[src/assert_macros.svh]
`ifndef ASSERT_MACROS_SVH
`define ASSERT_MACROS_SVH

// Shared assertion forms. Each one expects clk and arst_n in the module that uses it.

// Same-cycle implication.
`define AFD_ASSERT_IMP(name, ante, cons, msg) \
	name: assert property (@(posedge clk) disable iff (!arst_n) (ante) |-> (cons)) \
		else $error(msg);

// Next-cycle implication.
`define AFD_ASSERT_NXT(name, ante, cons, msg) \
	name: assert property (@(posedge clk) disable iff (!arst_n) (ante) |=> (cons)) \
		else $error(msg);

`endif

[src/afd_pkg.sv]
package afd_pkg;

	localparam int MAX_CHANNELS = 8;
	localparam int CH_W         = 3;
	localparam int CH_CNT_W     = 4;
	localparam int SAMPLE_W     = 24;
	localparam int STATUS_W     = 32;
	localparam int CFG_IDX_W    = 2;
	localparam int CFG_DATA_W   = 24;

	localparam logic [2:0]  WB_16 = 3'd2;
	localparam logic [2:0]  WB_24 = 3'd3;
	localparam logic [2:0]  WB_32 = 3'd4;

	localparam logic [2:0]  WORD_SIZE_RESET = 3'd3;
	localparam logic [3:0]  CHANNELS_RESET  = 4'd8;
	localparam logic        CRC_EN_RESET    = 1'b0;
	localparam logic [23:0] SPIKE_THR_RESET = 24'd2936012;

	localparam logic [15:0] CRC_INIT = 16'hFFFF;
	localparam logic [15:0] CRC_POLY = 16'h1021;
	localparam logic [7:0]  HDR_MARK = 8'h05;
	localparam logic [5:0]  POS_MAX  = 6'd63;
	localparam logic [1:0]  GOOD_FILTER_START = 2'd2;

	localparam logic [SAMPLE_W-1:0] SAMPLE_NEG_EDGE = 24'h800000;
	localparam logic [SAMPLE_W-1:0] SAMPLE_NEG_SAT  = 24'h800001;

	typedef enum logic [1:0] {
		ERR_NONE   = 2'd0,
		ERR_LENGTH = 2'd1,
		ERR_CRC    = 2'd2,
		ERR_HEADER = 2'd3
	} err_code_t;

	typedef enum logic [CFG_IDX_W-1:0] {
		REG_WORD_SIZE = 2'd0,
		REG_CHANNELS  = 2'd1,
		REG_CRC_EN    = 2'd2,
		REG_SPIKE_THR = 2'd3
	} cfg_reg_t;

	typedef enum logic [1:0] {
		ST_COLLECT,
		ST_CHECK,
		ST_EMIT
	} ctrl_state_t;

	typedef struct packed {
		logic take_byte;
		logic eval;
		logic load_err;
		logic load_sample;
		logic finish;
		logic finish_good;
	} dp_cmd_t;

	typedef struct packed {
		logic err_found;
		logic ch_last;
		logic out_free;
	} dp_stat_t;

endpackage

[src/afd_if.sv]
interface afd_byte_if;
	import afd_pkg::*;

	logic       valid;
	logic       ready;
	logic [7:0] data_byte;
	logic       frame_end;

	modport source (output valid, output data_byte, output frame_end, input ready);
	modport sink   (input valid, input data_byte, input frame_end, output ready);
endinterface

interface afd_result_if;
	import afd_pkg::*;

	logic                       valid;
	logic                       ready;
	err_code_t                  error_code;
	logic [CH_W-1:0]            channel_index;
	logic signed [SAMPLE_W-1:0] sample_value;
	logic [STATUS_W-1:0]        status_word;
	logic                       last;

	modport source (output valid, output error_code, output channel_index,
		output sample_value, output status_word, output last, input ready);
	modport sink   (input valid, input error_code, input channel_index,
		input sample_value, input status_word, input last, output ready);
endinterface

[src/afd_ctrl.sv]
`include "assert_macros.svh"

module afd_ctrl (
	input  logic             clk,
	input  logic             arst_n,
	input  logic             in_valid,
	input  logic             in_end,
	output logic             in_ready,
	input  afd_pkg::dp_stat_t stat,
	output afd_pkg::dp_cmd_t  cmd
);
	import afd_pkg::*;

	ctrl_state_t state_q;
	ctrl_state_t state_d;

	always_ff @(posedge clk or negedge arst_n) begin
		if (!arst_n) begin
			state_q <= ST_COLLECT;
		end else begin
			state_q <= state_d;
		end
	end

	always_comb begin
		state_d  = state_q;
		in_ready = 1'b0;
		cmd      = '0;
		unique case (state_q)
			ST_COLLECT: begin
				in_ready = 1'b1;
				if (in_valid) begin
					cmd.take_byte = 1'b1;
					if (in_end) begin
						state_d = ST_CHECK;
					end
				end
			end
			ST_CHECK: begin
				cmd.eval = 1'b1;
				state_d  = ST_EMIT;
			end
			ST_EMIT: begin
				if (stat.out_free) begin
					if (stat.err_found) begin
						cmd.load_err = 1'b1;
						cmd.finish   = 1'b1;
						state_d      = ST_COLLECT;
					end else begin
						cmd.load_sample = 1'b1;
						if (stat.ch_last) begin
							cmd.finish      = 1'b1;
							cmd.finish_good = 1'b1;
							state_d         = ST_COLLECT;
						end
					end
				end
			end
			default: begin
				state_d = ST_COLLECT;
			end
		endcase
	end

	`AFD_ASSERT_NXT(a_end_goes_to_check, cmd.take_byte && in_end, state_q == ST_CHECK,
		"frame end byte did not lead to the check cycle")
	`AFD_ASSERT_IMP(a_one_result_kind, 1'b1, !(cmd.load_err && cmd.load_sample),
		"error and sample results loaded together")
	`AFD_ASSERT_IMP(a_good_finish_with_sample, cmd.finish_good,
		cmd.load_sample && cmd.finish, "good frame closed without its final sample")

endmodule

[src/afd_dp.sv]
`include "assert_macros.svh"

module afd_dp (
	input  logic                               clk,
	input  logic                               arst_n,
	input  logic                               cfg_we,
	input  logic [afd_pkg::CFG_IDX_W-1:0]      cfg_index,
	input  logic [afd_pkg::CFG_DATA_W-1:0]     cfg_wdata,
	input  logic [7:0]                         data_byte,
	input  afd_pkg::dp_cmd_t                   cmd,
	output afd_pkg::dp_stat_t                  stat,
	input  logic                               out_ready,
	output logic                               out_valid,
	output afd_pkg::err_code_t                 error_code,
	output logic [afd_pkg::CH_W-1:0]           channel_index,
	output logic signed [afd_pkg::SAMPLE_W-1:0] sample_value,
	output logic [afd_pkg::STATUS_W-1:0]       status_word,
	output logic                               last
);
	import afd_pkg::*;

	function automatic logic [15:0] crc_byte(input logic [15:0] crc_in, input logic [7:0] b);
		logic [15:0] c;
		c = crc_in ^ {b, 8'h00};
		for (int i = 0; i < 8; i++) begin
			c = c[15] ? ({c[14:0], 1'b0} ^ CRC_POLY) : {c[14:0], 1'b0};
		end
		return c;
	endfunction

	function automatic logic [SAMPLE_W-1:0] decode_word(input logic [31:0] raw,
			input logic [2:0] wb);
		logic [SAMPLE_W-1:0] t;
		unique case (wb)
			WB_16:   t = {raw[15:0], 8'h00};
			WB_24:   t = raw[23:0];
			default: t = raw[31:8] + {23'd0, raw[31] & (raw[7:0] != 8'h00)};
		endcase
		if (t == SAMPLE_NEG_EDGE) begin
			t = SAMPLE_NEG_SAT;
		end
		return t;
	endfunction

	// Configuration registers.
	logic [2:0]          wsb_q;
	logic [3:0]          nch_q;
	logic                crc_en_q;
	logic [23:0]         thr_q;

	// Frame state.
	logic [5:0]          pos_q;
	logic [1:0]          in_word_q;
	logic [4:0]          widx_q;
	logic [31:0]         word_q;
	logic [15:0]         crc_q;
	logic [15:0]         rx_crc_q;
	logic [STATUS_W-1:0] status_q;
	err_code_t           err_q;
	logic [CH_W-1:0]     ch_q;
	logic [1:0]          good_seen_q;

	logic [SAMPLE_W-1:0] cs_q [MAX_CHANNELS];
	logic [SAMPLE_W-1:0] lg_q [MAX_CHANNELS];

	// Output register.
	logic                ov_q;
	err_code_t           oerr_q;
	logic [CH_W-1:0]     och_q;
	logic [SAMPLE_W-1:0] osmp_q;
	logic [STATUS_W-1:0] ostat_q;
	logic                olast_q;

	logic [2:0]          wb_eff;
	logic [CH_CNT_W-1:0] nch_eff;
	logic [3:0]          words_payload;
	logic [3:0]          words_total;
	logic [6:0]          payload_bytes;
	logic [6:0]          total_len;
	logic [1:0]          wb_m1;
	logic                word_done;
	logic [31:0]         word_next;
	logic [31:0]         raw_word;
	logic [SAMPLE_W-1:0] decoded;
	logic [7:0]          hdr_byte;
	logic [CH_W-1:0]     ch_final;
	logic [SAMPLE_W-1:0] cur_smp;
	logic [SAMPLE_W-1:0] prev_smp;
	logic [SAMPLE_W:0]   diff;
	logic [SAMPLE_W:0]   mag;
	logic                spike;
	logic [SAMPLE_W-1:0] filt;

	always_comb begin
		if (wsb_q < WB_16) begin
			wb_eff = WB_16;
		end else if (wsb_q > WB_32) begin
			wb_eff = WB_32;
		end else begin
			wb_eff = wsb_q;
		end
		if (nch_q == 4'd0) begin
			nch_eff = 4'd1;
		end else if (nch_q > CH_CNT_W'(MAX_CHANNELS)) begin
			nch_eff = CH_CNT_W'(MAX_CHANNELS);
		end else begin
			nch_eff = nch_q;
		end
	end

	assign words_payload = 4'd1 + nch_eff;
	assign words_total   = words_payload + {3'd0, crc_en_q};
	assign payload_bytes = 7'(words_payload) * 7'(wb_eff);
	assign total_len     = 7'(words_total) * 7'(wb_eff);
	assign wb_m1         = 2'(wb_eff - 3'd1);
	assign word_done     = (in_word_q == wb_m1);
	assign word_next     = (in_word_q == 2'd0) ? {24'h000000, data_byte}
	                                          : {word_q[23:0], data_byte};
	assign decoded       = decode_word(word_next, wb_eff);
	assign ch_final      = CH_W'(nch_eff - 4'd1);

	always_comb begin
		unique case (wb_eff)
			WB_16: begin
				raw_word = {16'h0000, word_next[15:0]};
				hdr_byte = status_q[15:8];
			end
			WB_24: begin
				raw_word = {8'h00, word_next[23:0]};
				hdr_byte = status_q[23:16];
			end
			default: begin
				raw_word = word_next;
				hdr_byte = status_q[31:24];
			end
		endcase
	end

	// Spike filter for the channel being emitted.
	assign cur_smp  = cs_q[ch_q];
	assign prev_smp = lg_q[ch_q];
	assign diff     = {cur_smp[SAMPLE_W-1], cur_smp} - {prev_smp[SAMPLE_W-1], prev_smp};
	assign mag      = diff[SAMPLE_W] ? (~diff + 1'b1) : diff;
	assign spike    = (good_seen_q >= GOOD_FILTER_START) && (mag > {1'b0, thr_q});
	assign filt     = spike ? prev_smp : cur_smp;

	always_ff @(posedge clk or negedge arst_n) begin
		if (!arst_n) begin
			wsb_q    <= WORD_SIZE_RESET;
			nch_q    <= CHANNELS_RESET;
			crc_en_q <= CRC_EN_RESET;
			thr_q    <= SPIKE_THR_RESET;
		end else if (cfg_we) begin
			unique case (cfg_index)
				REG_WORD_SIZE: wsb_q    <= cfg_wdata[2:0];
				REG_CHANNELS:  nch_q    <= cfg_wdata[3:0];
				REG_CRC_EN:    crc_en_q <= cfg_wdata[0];
				REG_SPIKE_THR: thr_q    <= cfg_wdata[23:0];
				default:       thr_q    <= thr_q;
			endcase
		end
	end

	always_ff @(posedge clk or negedge arst_n) begin
		if (!arst_n) begin
			pos_q       <= '0;
			in_word_q   <= '0;
			widx_q      <= '0;
			word_q      <= '0;
			crc_q       <= CRC_INIT;
			rx_crc_q    <= '0;
			status_q    <= '0;
			err_q       <= ERR_NONE;
			ch_q        <= '0;
			good_seen_q <= '0;
			for (int i = 0; i < MAX_CHANNELS; i++) begin
				lg_q[i] <= '0;
			end
		end else begin
			if (cmd.take_byte) begin
				word_q <= word_next;
				if ({1'b0, pos_q} < payload_bytes) begin
					crc_q <= crc_byte(crc_q, data_byte);
				end else if (crc_en_q && ({1'b0, pos_q} < total_len)) begin
					rx_crc_q <= {rx_crc_q[7:0], data_byte};
				end
				if (word_done && (widx_q == 5'd0)) begin
					status_q <= raw_word;
				end
				// Once the count has saturated the word counters hold still as well.
				if (pos_q != POS_MAX) begin
					pos_q <= pos_q + 6'd1;
					if (word_done) begin
						in_word_q <= 2'd0;
						widx_q    <= widx_q + 5'd1;
					end else begin
						in_word_q <= in_word_q + 2'd1;
					end
				end
			end
			if (cmd.eval) begin
				if ({1'b0, pos_q} != total_len) begin
					err_q <= ERR_LENGTH;
				end else if (crc_en_q && (crc_q != rx_crc_q)) begin
					err_q <= ERR_CRC;
				end else if (hdr_byte != HDR_MARK) begin
					err_q <= ERR_HEADER;
				end else begin
					err_q <= ERR_NONE;
				end
			end
			if (cmd.load_sample) begin
				// The channel being emitted takes its filtered value; on the final
				// sample of a good frame the channels beyond the count are cleared.
				for (int i = 0; i < MAX_CHANNELS; i++) begin
					if (CH_W'(i) == ch_q) begin
						lg_q[i] <= filt;
					end else if (cmd.finish_good && (CH_CNT_W'(i) >= nch_eff)) begin
						lg_q[i] <= '0;
					end
				end
				if (!cmd.finish) begin
					ch_q <= ch_q + 3'd1;
				end
			end
			if (cmd.finish_good) begin
				if (good_seen_q < GOOD_FILTER_START) begin
					good_seen_q <= good_seen_q + 2'd1;
				end
			end
			if (cmd.finish) begin
				pos_q     <= '0;
				in_word_q <= '0;
				widx_q    <= '0;
				word_q    <= '0;
				crc_q     <= CRC_INIT;
				rx_crc_q  <= '0;
				status_q  <= '0;
				ch_q      <= '0;
			end
		end
	end

	// Channel sample store: written as each channel word completes.
	always_ff @(posedge clk) begin
		if (cmd.take_byte && word_done && (widx_q != 5'd0) && ({1'b0, widx_q} <= 6'(nch_eff)))
		begin
			cs_q[CH_W'(widx_q - 5'd1)] <= decoded;
		end
	end

	always_ff @(posedge clk or negedge arst_n) begin
		if (!arst_n) begin
			ov_q <= 1'b0;
		end else if (cmd.load_err || cmd.load_sample) begin
			ov_q <= 1'b1;
		end else if (out_ready) begin
			ov_q <= 1'b0;
		end
	end

	always_ff @(posedge clk) begin
		if (cmd.load_err) begin
			oerr_q  <= err_q;
			och_q   <= '0;
			osmp_q  <= '0;
			ostat_q <= status_q;
			olast_q <= 1'b1;
		end else if (cmd.load_sample) begin
			oerr_q  <= ERR_NONE;
			och_q   <= ch_q;
			osmp_q  <= filt;
			ostat_q <= status_q;
			olast_q <= (ch_q == ch_final);
		end
	end

	assign out_valid     = ov_q;
	assign error_code    = oerr_q;
	assign channel_index = och_q;
	assign sample_value  = osmp_q;
	assign status_word   = ostat_q;
	assign last          = olast_q;

	assign stat.err_found = (err_q != ERR_NONE);
	assign stat.ch_last   = (ch_q == ch_final);
	assign stat.out_free  = !ov_q || out_ready;

	`AFD_ASSERT_IMP(a_load_only_when_free, cmd.load_err || cmd.load_sample,
		!ov_q || out_ready, "result loaded over one still waiting")
	`AFD_ASSERT_IMP(a_word_phase_in_range, 1'b1, in_word_q <= wb_m1,
		"byte phase beyond the word size")
	`AFD_ASSERT_IMP(a_error_result_shape, ov_q && (oerr_q != ERR_NONE),
		olast_q && (och_q == '0) && (osmp_q == '0), "malformed error result")

endmodule

[src/adc_frame_deframer_spike_filter.sv]
// Channel    Direction  Handshake      Carries
// byte_in    in         valid/ready    data_byte, frame_end
// result     out        valid/ready    error_code, channel_index, sample_value,
//                                      status_word, last
// cfg        in         cfg_we only    cfg_index, cfg_wdata
//
// A byte that is not the last of its frame is taken at once, back to back.
// A frame-end byte is followed by the check state and then the emit state, which
// loads one result per cycle while the output register is free (one result for a
// failed frame, one per channel for a good one); byte_in.ready is low over that span.
// The emit loop runs over the channel store, one entry per result.
// Reset is asynchronous: the frame state, the last-good store and the
// configuration registers go to their defaults at once.
// A low result.ready holds the waiting item in the output register and freezes
// the emit loop until it is taken.

module adc_frame_deframer_spike_filter (
	input  logic                           clk,
	input  logic                           arst_n,
	afd_byte_if.sink                       byte_in,
	afd_result_if.source                   result,
	input  logic                           cfg_we,
	input  logic [afd_pkg::CFG_IDX_W-1:0]  cfg_index,
	input  logic [afd_pkg::CFG_DATA_W-1:0] cfg_wdata
);
	import afd_pkg::*;

	// Commands from the sequencer to the datapath and status back.
	dp_cmd_t  cmd;
	dp_stat_t stat;

	// The controller owns the frame sequence: it takes bytes, triggers the
	// frame check once the last byte is in, and paces the results against the
	// free state of the output register.
	afd_ctrl u_ctrl (
		.clk      (clk),
		.arst_n   (arst_n),
		.in_valid (byte_in.valid),
		.in_end   (byte_in.frame_end),
		.in_ready (byte_in.ready),
		.stat     (stat),
		.cmd      (cmd)
	);

	// The datapath holds the configuration, assembles words, runs the CRC,
	// decodes and stores the channel samples, applies the spike filter and
	// keeps the output register.
	afd_dp u_dp (
		.clk           (clk),
		.arst_n        (arst_n),
		.cfg_we        (cfg_we),
		.cfg_index     (cfg_index),
		.cfg_wdata     (cfg_wdata),
		.data_byte     (byte_in.data_byte),
		.cmd           (cmd),
		.stat          (stat),
		.out_ready     (result.ready),
		.out_valid     (result.valid),
		.error_code    (result.error_code),
		.channel_index (result.channel_index),
		.sample_value  (result.sample_value),
		.status_word   (result.status_word),
		.last          (result.last)
	);

endmodule

[src/flat_wrapper.sv]
// flat-port wrapper written by rule: the top's interface ports become plain ports
module adc_frame_deframer_spike_filter_flat import afd_pkg::*;
  (clk, arst_n, cfg_we, cfg_index, cfg_wdata, byte_in_valid, byte_in_data_byte, byte_in_frame_end, byte_in_ready, result_valid, result_error_code, result_channel_index, result_sample_value, result_status_word, result_last, result_ready);
  afd_byte_if byte_in_i ();
  afd_result_if result_i ();
  input  logic clk;
  input  logic arst_n;
  input  logic cfg_we;
  input  logic [afd_pkg::CFG_IDX_W-1:0] cfg_index;
  input  logic [afd_pkg::CFG_DATA_W-1:0] cfg_wdata;
  input wire logic [$bits(byte_in_i.valid)-1:0] byte_in_valid;
  input wire logic [$bits(byte_in_i.data_byte)-1:0] byte_in_data_byte;
  input wire logic [$bits(byte_in_i.frame_end)-1:0] byte_in_frame_end;
  output wire logic [$bits(byte_in_i.ready)-1:0] byte_in_ready;
  output wire logic [$bits(result_i.valid)-1:0] result_valid;
  output wire logic [$bits(result_i.error_code)-1:0] result_error_code;
  output wire logic [$bits(result_i.channel_index)-1:0] result_channel_index;
  output wire logic [$bits(result_i.sample_value)-1:0] result_sample_value;
  output wire logic [$bits(result_i.status_word)-1:0] result_status_word;
  output wire logic [$bits(result_i.last)-1:0] result_last;
  input wire logic [$bits(result_i.ready)-1:0] result_ready;
  assign byte_in_i.valid = byte_in_valid;
  assign byte_in_i.data_byte = byte_in_data_byte;
  assign byte_in_i.frame_end = byte_in_frame_end;
  assign byte_in_ready = byte_in_i.ready;
  assign result_valid = result_i.valid;
  assign result_error_code = result_i.error_code;
  assign result_channel_index = result_i.channel_index;
  assign result_sample_value = result_i.sample_value;
  assign result_status_word = result_i.status_word;
  assign result_last = result_i.last;
  assign result_i.ready = result_ready;
  adc_frame_deframer_spike_filter u_core (.clk(clk), .arst_n(arst_n), .byte_in(byte_in_i), .result(result_i), .cfg_we(cfg_we), .cfg_index(cfg_index), .cfg_wdata(cfg_wdata));
endmodule
[config.mk]
export PLATFORM = sky130hd
export DESIGN_NAME = adc_frame_deframer_spike_filter_flat
export DESIGN_NICKNAME = d
export VERILOG_FILES = /design/src/afd_pkg.sv /design/src/afd_if.sv /design/src/afd_ctrl.sv /design/src/afd_dp.sv /design/src/adc_frame_deframer_spike_filter.sv /design/src/flat_wrapper.sv
export VERILOG_INCLUDE_DIRS = /design/src /design/src/src
export SDC_FILE = /design/constraint.sdc
export NUM_CORES = 1
export LEC_CHECK = 0
export BUFFER_PORTS_ARGS = -buffer_cell sky130_fd_sc_hd__buf_2
export CELL_PAD_IN_SITES_DETAIL_PLACEMENT = 0
export CELL_PAD_IN_SITES_GLOBAL_PLACEMENT = 1
export CORE_MARGIN = 3
export CORE_UTILIZATION = 30
export CTS_CLUSTER_DIAMETER = 120
export CTS_CLUSTER_SIZE = 10
export DETAILED_ROUTE_END_ITERATION = 7
export MAX_ROUTING_LAYER = met4
export PLACE_DENSITY_LB_ADDON = 0.1
export SLEW_MARGIN = 20
export SYNTH_ARGS = -nofsm -noshare
export SYNTH_HDL_FRONTEND = slang
export SYNTH_SLANG_ARGS = --single-unit
[constraint.sdc]
create_clock -name clk -period 9.3 [get_ports clk]
set_input_delay 1.395 -clock clk [delete_from_list [all_inputs] [get_ports clk]]
set_output_delay 1.395 -clock clk [all_outputs]
set_load 0.005 [all_outputs]
* Word-level counts from Yosys, hierarchy flattened
Memories as Yosys holds them, arrays and structs flattened.
Cells that the tools add are included.
** Operators by class
- Bitwise operators :: 12
- Add/sub/neg operators :: 13
- Reduce and logical (&&, ||, !) cells :: 63
- Equality and inequality tests :: 26
- Multiplexer cells :: 91
- Order comparisons :: 18
- Multiply operators :: 2
** Operator list (count)
- $mux 24 :: 22
- $mux 32 :: 6
- $mux 16 :: 7
- $mux 13 :: 8
- $bmux 24 s3 :: 1
- $pmux 32 s2 :: 1
- $pmux 24 s2 :: 1
- $reduce_bool 2->1 :: 18
- $reduce_and 2->1 :: 16
- $mux 2 :: 15
- $add 25x1->25 const B :: 1
- $gt 25x24->1 :: 1
- $mux 25 :: 1
- $not 25->25 :: 1
- $sub 24x24->25 :: 1
- $add 24x1->24 :: 1
- $eq 24x24->1 const B :: 1
- $not 3->3 :: 8
- $mux 5 :: 4
- $mux 6 :: 3
- $ge 3x4->1 const A :: 4
- $mux 4 :: 4
- $ne 16x16->1 :: 1
- $pmux 8 s2 :: 1
- 50 further kinds :: 98
** Word-level totals
- Input port bits :: 40
- Logic and storage cells :: 255
- RAM bits :: 192
- Memories kept :: 1
- Bits in registers :: 397
- Output and inout bits :: 64
** Memories
- u_core.u_dp.cs_q :: words 8, width 24, rd ports 1, clocked after Yosys merged registers in 0, write ports 1, line afd_dp.sv:63 : logic [SAMPLE_W-1:0] cs_q [MAX_CHANNELS];

* Depth between registers and ports, before layout
Gate-level depths: netlist (run 1).
- Word-level depth :: 20
- Gate-level depth with buffers :: 29
- Gate-level depth less buffers :: 24

* Hierarchy
From an unflattened synthesis (run 1), not the netlist that was laid out.
** Unflattened totals
- Cells, all modules :: 3097
- Area, all modules :: 33542.2 um2
** Modules (own cells, without submodules)
- afd_dp :: seq. area each 15717.6 um2, cells each 3082, instances 1, area each 33410.8 um2
- afd_ctrl :: seq. area each 50.0 um2, cells each 15, instances 1, area each 131.4 um2

* Least setup slack after synthesis (run 1)
OpenSTA, ideal clock, no wires.
- Path kind :: register to register
- From :: register u_core.u_dp.ch_q[0]
- To :: register u_core.u_dp.lg_q[10] (netlist name)
- Path buffers :: 5
- Cell stages (with the launch flop) :: 29
- Period minus slack after synthesis :: 7332 ps
- Library setup time :: 95 ps
- Data required time :: 9205 ps
- Slack :: 1968 ps
- Arrival time :: 7236 ps
- Cell sequence :: dfrtp_1 clkbuf_1 buf_1 buf_2 mux4_2 mux2i_1 inv_1 ha_1 fa_1 nand2b_1 a21o_1 a21o_1 a21boi_0 nor2_1 or3_1 or4_1 o21ai_0 xnor2_1 ha_1 nand4_1 nor2_1 nand2_1 or3_1 o311ai_0 o21a_1 buf_2 buf_2 nor3_2 o31ai_1
** On the way
- Longest elaborated chain between the ends :: 12
- Elaborated cells on any way between the ends :: 22
- Those cells by class :: add/sub (2); order compare (1); eq/ne (2); mux (10); bitwise (2); reduce/logical (4); memory (1)
** RTL lines
- start: declaration :: line afd_dp.sv:60 : logic [CH_W-1:0] ch_q;
- start signal: assignment :: line afd_dp.sv:223 : ch_q <= ch_q + 3'd1;
- $not 3->4 (not written as such) :: line afd_dp.sv:141 : assign prev_smp = lg_q[ch_q];
- $bmux 24 s3 :: line afd_dp.sv:141
- $mux 24 (not written as such) (2 in series) :: line afd_dp.sv:141
- $sub 24x24->25 :: line afd_dp.sv:142 : assign diff = {cur_smp[SAMPLE_W-1], cur_smp} - {prev_smp[SAMPLE_W-1], prev_smp};
- $not 25->25 :: line afd_dp.sv:143 : assign mag = diff[SAMPLE_W] ? (~diff + 1'b1) : diff;
- $add 25x1->25 :: line afd_dp.sv:143
- $mux 25 :: line afd_dp.sv:143
- $gt 25x24->1 :: line afd_dp.sv:144 : assign spike = (good_seen_q >= GOOD_FILTER_START) && (mag > {1'b0, thr_q});
- $logic_and 1x1->1 :: line afd_dp.sv:144
- $mux 24 :: line afd_dp.sv:145 : assign filt = spike ? prev_smp : cur_smp;
- $mux 24 :: line afd_dp.sv:216 : if (CH_W'(i) == ch_q) begin
- end signal: indexed assignment :: line afd_dp.sv:217 : lg_q[i] <= filt;
- end: declaration :: line afd_dp.sv:64 : logic [SAMPLE_W-1:0] lg_q [MAX_CHANNELS];
Parallel ways exist; a longest one is shown, timed or not. The select of a mux whose other input is x is not followed.
A chain may end at the register's enable or synchronous reset.

* Worst setup path after layout (run 1)
- From :: register u_core.u_dp.ch_q[1]
- To :: register u_core.u_dp.lg_q[117] (netlist name)
Same word-level chain as after synthesis.

==> impl_results.md, run 1 <==
* Place WS at 0.9065 ns
* Clock-pin slew on the worst setup and hold paths at 0.06 ns
* Switching Fraction at 46.68%
* Fin Setup TNS at 0 ns
* Number of flops mapped to enable cells by yosys at 226
* Crit path time final at 8.335 ns
* Vias in the first global route at 22,710
* Initial DRC Count at 1,698
* Data required, critical path at 9.76 ns
* Sequential power share at 26.6%
* GPL Wtd Cong at 0.8301
* Clk pwr share at 17.8%
* Peak VDD IR at 0.4606 mV
* Die footprint at 0.1041 mm^2
* Crit Path Category: register to register
* Via density at 5.431
* CTS buffer count at 68
* CP Max Fanout at 44
* CTS root buf: clkbuf_16
* H-tree depth at 3
* Largest cells by area after synthesis: dfrtp_1, edfxtp_1, mux4_2
* Final ANT Viol Nets at 0
* DRC Markers at 0
* Die Wd at 322.6 um
* Largest family of logic cells by synthesized area: compound AO/OA/AOI/OAI gates
* Avg Cell Area, Syn at 11.64 um^2
* CTS resizes at 0
* Port bufs at 103
* Pwr/cell area at 408.9 mW/mm^2
* Max Cap Violations at 0
* Synth Flop Type: dfrtp_1
* Post-Synth XOR/XNOR Area at 3.378%
* Row Count at 115
* Overall routing resource usage at 20.31%
* Nets at 2,844
* Post-synthesis mux area share at 10.61%
* Simple-gate share of the synthesized area at 12.21%
* CTS tree: built
* Hold Crit Class: register to register
* GR Overflow Total at 0
* Crit. End Element: register
* Startpoint types: register
* Clk sinks at 589
* First-pass DRT Iterations at 5
* # hold bufs at CTS at 0
* Worst-case clock buffer depth at 3
* M3 GR Usage at 2.805%
* Gate power share at 55.6%
* Yosys reg bits at 589
* Clk Latency, worst-skew pair at 0.63 ns
* Final setup viols at 0
* Post-synth top cells: nand2_1, dfrtp_1, edfxtp_1, o221ai_1, nor2_1
* Initial antenna violation count at 0
* First-pass GRT wire length at 154,000 um
* Die Y at 322.6 um
* Core Area at 0.09885 mm^2
* Vias at 21,900
* Synth Cell Area at 0.03008 mm^2
* Worst Tran Pin Value at 1.082 ns
* Final period util at 89.62%
* I/O pin total at 104
* Post-CTS setup buffers at 0
* Max-slew violations at 0
* Post-synthesis adder-cell area fraction at 4.501%
* DPL Wire Length at 66,930 um
* Routed WL at 101,900 um
* DR WL/cell at 25.28 um
* Post-Syn Nets at 2,728
* Top cell type's share of synthesized area at 25.38%
* Most frequent cell after synthesis: nand2_1
* Netlist cell types at 83
* Sequential area share after synthesis at 52.42%
* Fmax at 120.0 MHz
* Async set-reset flop share out of synthesis at 56.88%
* Clock Skews at 0.03623 ns
* Sw Pwr at 6.586 mW
* Gate Count Post-Synth at 2,584
* Area grow syn2layout at 14.71%
* Share of cells above drive strength 1 at 18.54%
* Largest area contributor in the netlist: dfrtp_1
* Synth Area in Compound Gates at 13.54%
* Internal Power at 7.523 mW
* Static Leak at 14.04 nW
* Initial cell density of the core at 30.43%
* Warnings, synthesis at 0
* Final hold viol count at 0
* Crit path arrival time at 8.80 ns
* Met1 Track Usage GR at 25.83%
* Outcome: complete, no violations
* Worst relative slew slack at 27.73%
* RSZ-0062 raised after global routing: no
* GR peak layer: met2
* Diode count at 0
* Setup ws final at 0.9650 ns
* Largest net degree at the start of global routing at 144
* Global-route track usage on met2 at 33.45%
## kinds of logic after synthesis
family / Yosys count
AND/OR/NAND/NOR: 779
flip-flops: 589
AO/OA/AOI/OAI: 555
buffers and inverters: 246
multiplexers: 195
XOR/XNOR: 116
adder cells (fa/ha/maj): 104
## per-stage QoR
step	util [%]	cell area, um^2	cells	total power, mW	hold WS, ns
2_1_floorplan	-	30080	2584	8.923	0.4248
6_report	34.90	34500	4033	14.11	0.4515
5_1_grt	34.90	34500	4033	15.20	0.4542
4_1_cts	34.90	34500	4033	14.27	0.4514
3_3_place_gp	32.87	32490	3916	11.62	0.4343
3_5_place_dp	32.90	32520	3917	11.67	0.4386
## per-layer routing
metal / up-vias / routed length, um / part of all wire (%)
li1: 9851 / - / -
met1: 11240 / 44550 / 44
met2: 634 / 49760 / 49
met3: 178 / 4259 / 4.2
met4: 0 / 3369 / 3.3
met5: - / 0 / 0
## power groups by stage
stage                     Combinational [mW]  Sequential, mW  Clock [mW]
after detailed placement                7.87            3.80           0
after global routing                    8.68            3.82        2.70
after global placement                  7.82            3.80           0
after CTS                               7.91            3.76        2.60
after floorplan                         5.33            3.59           0
final                                   7.84            3.76        2.51
## cell usage in the layout, fill, tap and decap left out, types with 19 or more instances in the layout
master / count
and2_1: 20
a21oi_1: 99
xor2_1: 45
xnor2_1: 71
o211ai_1: 20
nor2_1: 114
clkbuf_1: 41
buf_4: 90
nand2_1: 402
nand4_1: 25
inv_1: 88
o221ai_1: 124
mux4_2: 96
o31ai_1: 103
a21o_1: 24
clkbuf_16: 71
buf_2: 102
dfstp_2: 30
nand2b_1: 19
a21boi_1: 22
mux2i_1: 68
o21ai_0: 47
dfxtp_1: 28
nand3_1: 39
nor2b_1: 22
mux2_2: 31
edfxtp_1: 226
nor3_1: 23
ha_1: 97
dfrtp_1: 303
nor3_2: 24
## path summary, 6_finish.rpt
check	startpoint	to	slack (ns)	depth (start not counted)
max	u_core.u_dp.ch_q[1]	u_core.u_dp.lg_q[117]	0.97	23
min	u_core.u_dp.sample_value[11]	u_core.u_dp.sample_value[11]	0.45	2
max reg2reg	u_core.u_dp.ch_q[1]	u_core.u_dp.lg_q[117]	0.97	23
min reg2reg	u_core.u_dp.sample_value[11]	u_core.u_dp.sample_value[11]	0.45	2
max in group asynchronous	arst_n	u_core.u_dp.status_q[3]	7.03	2
min in group asynchronous	arst_n	u_core.u_dp.lg_q[16]	0.80	1
## worst max-delay path, cell delays in order, from the launching register on
cell      delay (ns)
dfrtp_4         0.90
mux4_2          0.40
mux2i_1         0.60
inv_1           0.17
ha_1            0.57
and3_1          0.33
nand2_1         0.13
a21o_1          0.24
a21boi_0        0.34
nor2_1          0.20
nor4bb_1        0.57
nand3b_1        0.22
o31ai_1         0.28
xor2_1          0.12
ha_1            0.30
nand4_1         0.12
nor2_1          0.16
nand2_1         0.09
or3_1           0.40
o311ai_0        0.74
o21ai_2         0.43
nand3_1         0.17
buf_4           0.43
o221ai_1        0.18
## registers in the layout (all words and copies together) (netlist names), 5 cells and up
signal and cells:
u_core.u_dp.thr_q 24, u_core.u_dp.lg_q 192, u_core.u_dp.word_q 24, u_core.u_dp.crc_q 16
u_core.u_dp.status_word 32, u_core.u_dp.sample_value 24, u_core.u_dp.widx_q 5, u_core.u_dp.pos_q 6
u_core.u_dp.status_q 32, u_core.u_dp.cs_q 192, u_core.u_dp.rx_crc_q 16
## final cells by class
cell class	count	area, um^2
inverters	91	341.6
repair buffers	201	1369
multi-input cells	1749	13430
clock buffers	112	1931
clock inverters	4	50.05
flip-flops and latches	589	15780
well taps	1287	1610
fillers	9839	64350
Note: power is estimated with default switching activity, not from simulation.
==> run 2: changes to the inputs <==
- SYNTH_HIERARCHICAL: unset -> 1
==> impl_results.md, run 2 <==
* Clock Skews at 0.03752 ns (+0.001292 ns)
* Final setup viols at 0 (unchanged)
* Final-layout fill cell count at 11,180 (+14%)
* Largest area contributor in the netlist: dfrtp_1
* Post-CTS setup buffers at 0 (unchanged)
* GR Overflow Total at 0 (unchanged)
* Data required, critical path at 9.78 ns (+0.02 ns)
* Largest cells by area after synthesis: dfrtp_1, edfxtp_1, nand2_1
* Gate Count Post-Synth at 3,097 (+20%)
* Most frequent cells in the layout: nand2_1, dfrtp_1, edfxtp_1
* Pwr/cell area at 340.7 mW/mm^2 (-17%)
* Startpoint types: register
* Peak VDD IR at 0.2637 mV (-43%)
* Commonest non-fill, non-tap cell in the layout: nand2_1
* Setup ws final at 0.8830 ns (-0.08197 ns)
* Vias at 25,800 (+18%)
* Crit path arrival time at 8.90 ns (+0.10 ns)
* Most frequent cell after synthesis: nand2_1
* Die footprint at 0.1159 mm^2 (+11%)
* Clk sinks at 589 (unchanged)
* # hold bufs at CTS at 0 (unchanged)
* Synth Cell Area at 0.03354 mm^2 (+12%)
* First-pass GRT wire length at 179,900 um (+17%)
* Max-slew violations at 0 (unchanged)
* Synth Area in Compound Gates at 18.42% (+4.9 points)
* CTS tree: built
* Hold Crit Class: register to register
* Die Y at 340.4 um (+5.5%)
* Fin Setup TNS at 0 ns (unchanged)
* Avg Cell Area, Syn at 10.83 um^2 (-7.0%)
* Warnings, synthesis at 6 (+6)
* Netlist cell types at 84 (+1.2%)
* Final ANT Viol Nets at 0 (unchanged)
* Routed WL at 119,600 um (+17%)
* Post-synthesis adder-cell area fraction at 4.036% (-0.46 points)
* Worst relative slew slack at 20.45% (-7.3 points)
* Core Area at 0.1108 mm^2 (+12%)
* Initial cell density of the core at 30.27% (-0.16 points)
* Die Wd at 340.4 um (+5.5%)
* DRC Markers at 0 (unchanged)
* Fmax at 118.8 MHz (-0.97%)
* DR WL/cell at 25.83 um (+2.2%)
* Outcome: complete, no violations
* Largest net degree at the start of global routing at 218 (+51%)
* Area grow syn2layout at 12.52%
* I/O pin total at 104 (unchanged)
* Share of cells above drive strength 1 at 20.27% (+1.7 points)
* Min Hold Slack at 0.4507 ns (-0.0008070 ns)
* Final period util at 90.51% (+0.88 points)
* First-pass DRT Iterations at 7 (+2)
* H-tree depth at 3 (unchanged)
* Post-Syn Nets at 3,241 (+19%)
* Place WS at 0.8319 ns (-0.07455 ns)
* CP Max Fanout at 77 (+75%)
* Largest family of logic cells by synthesized area: compound AO/OA/AOI/OAI gates
* RSZ-0062 raised after global routing: no
* Overall routing resource usage at 20.95% (+0.63 points)
* Nets at 3,238 (+14%)
* Crit Path Category: register to register
* CTS buffer count at 70 (+2.9%)
* Post-synth top cells: nand2_1, dfrtp_1, edfxtp_1, o2111ai_1, clkbuf_1
* Final hold viol count at 0 (unchanged)
* Row Count at 122 (+6.1%)
* CTS root buf: clkbuf_16
* Crit path time final at 8.417 ns (+0.08197 ns)
* Post-Synth XOR/XNOR Area at 3.029% (-0.35 points)
* Initial DRC Count at 1,842 (+8.5%)
* Initial antenna violation count at 0 (unchanged)
* Post-synthesis mux area share at 9.426% (-1.2 points)
* CTS resizes at 0 (unchanged)
* Simple-gate share of the synthesized area at 12.99% (+0.78 points)
* Clock-pin slew on the worst setup and hold paths at 0.06 ns (about the same)
* Max Cap Violations at 0 (unchanged)
* Diode count at 0 (unchanged)
* Via density at 5.572 (+2.6%)
* Top Registers: u_core/u_dp/cs_q x192, u_core/u_dp/lg_q x192
* Async set-reset flop share out of synthesis at 56.88% (unchanged)
* Port bufs at 103 (unchanged)
* Vias in the first global route at 26,850 (+18%)
* Synth Flop Type: dfrtp_1
* Sequential area share after synthesis at 47.01% (-5.4 points)
* Yosys reg bits at 589 (unchanged)
* Number of flops mapped to enable cells by yosys at 226 (unchanged)
* Static Leak at 14.59 nW (+3.9%)
* Clk Latency, worst-skew pair at 0.65 ns (+0.02 ns)
* GPL Wtd Cong at 0.8039 (-3.2%)
* Crit. End Element: register
* Worst-case clock buffer depth at 3 (unchanged)
* DPL Wire Length at 71,740 um (+7.2%)
* Worst Tran Pin Value at 1.193 ns (+0.1116 ns)
* Top cell type's share of synthesized area at 22.75% (-2.6 points)
[run 2: cell count changes after synthesis, moves of 23 or more]
cell / previous run / this run
a21boi_1: 24 / 0
buf_2: 32 / 6
buf_6: 4 / 33
clkbuf_1: 104 / 186
clkinv_1: 1 / 26
nand2_1: 405 / 593
o2111ai_1: 0 / 209
o211ai_1: 20 / 70
o211ai_2: 0 / 139
o21ai_0: 52 / 75
o221ai_1: 124 / 1
o311ai_1: 0 / 24
o31ai_1: 103 / 6
or3b_2: 0 / 23
[run 2: worst max-delay path, stage by stage, from the launching register on]
cell and delay, ns:
dfrtp_4 0.96, buf_4 0.60, mux4_2 0.58, nand2_1 0.08, nand2_1 0.23, inv_1 0.28
ha_1 0.37, nand2_1 0.16, a211oi_2 0.11, o311a_1 0.36, o311ai_1 0.55, nand4b_1 0.36
nor4_1 0.46, nand2_1 0.22, o41ai_1 0.39, xnor2_1 0.14, ha_1 0.19, a21oi_1 0.15
nor2b_1 0.06, o21ai_0 0.16, nand2b_1 0.16, or4_1 0.58, nand3_4 0.14, o21a_4 0.25
buf_12 0.38, o211ai_1 0.19
[run 2: path summary, 6_finish.rpt]
| check | from | end | slack [ns] | cells after the start |
|---|---|---|---|---|
| worst max register to register | u_core/u_dp/ch_q[0] | u_core/u_dp/lg_q[95] | 0.88 | 25 |
| max in group asynchronous | arst_n | u_core/u_dp/lg_q[1] | 7.01 | 2 |
| worst max-delay path | u_core/u_dp/ch_q[0] | u_core/u_dp/lg_q[95] | 0.88 | 25 |
| min in group asynchronous | arst_n | u_core/u_dp/thr_q[13] | 0.72 | 1 |
| worst min register to register | u_core/u_dp/status_q[4] | u_core/u_dp/status_word[4] | 0.45 | 0 |
| worst min-delay path | u_core/u_dp/status_q[4] | u_core/u_dp/status_word[4] | 0.45 | 0 |
[run 2: area by class of cell]
cell class | count | area [um^2] | area share, %
Multi-Input combinational cell | 2123 | 16200 | 42.93
Sequential cell | 589 | 15780 | 41.80
Clock buffer | 110 | 1923 | 5.095
Tap cell | 1488 | 1862 | 4.933
Timing Repair Buffer | 181 | 1276 | 3.382
Inverter | 129 | 484.2 | 1.283
Clock inverter | 10 | 216.5 | 0.5735
[run 2: per-stage QoR]
stage / power, mW / utilization, % / cell area (um^2) / cells
6_report: 12.86 / 34.06 / 37740 / 4630
3_3_place_gp: 10.12 / 32.06 / 35530 / 4508
2_1_floorplan: 8.093 / - / 33540 / 3097
3_5_place_dp: 10.21 / 32.07 / 35540 / 4508
4_1_cts: 12.99 / 34.00 / 37680 / 4628
5_1_grt: 13.79 / 34.06 / 37740 / 4630
[run 2: power breakdown]
group	internal (mW)	switching, mW	total, mW
logic	2.29	4.23	6.52
registers	3.25	0.401	3.65
clock network	1.50	1.19	2.69
[run 2: per-layer routing]
metal | vias to the layer above | GRT usage, % | wire length, um
met4 | 0 | 6.419 | 3755
met2 | 711 | 33.63 | 57000
met1 | 13370 | 27.41 | 53730
li1 | 11530 | - | -
met5 | - | - | 0
met3 | 192 | 3.048 | 5087
[run 2: kinds of logic after synthesis]
group	count (synthesis)
AOI/OAI and AO/OA	738
xor gates and xnor gates	116
adders and majority gates	104
buffers and inverters	385
DFF	589
muxes	192
and+or+nand+nor	973
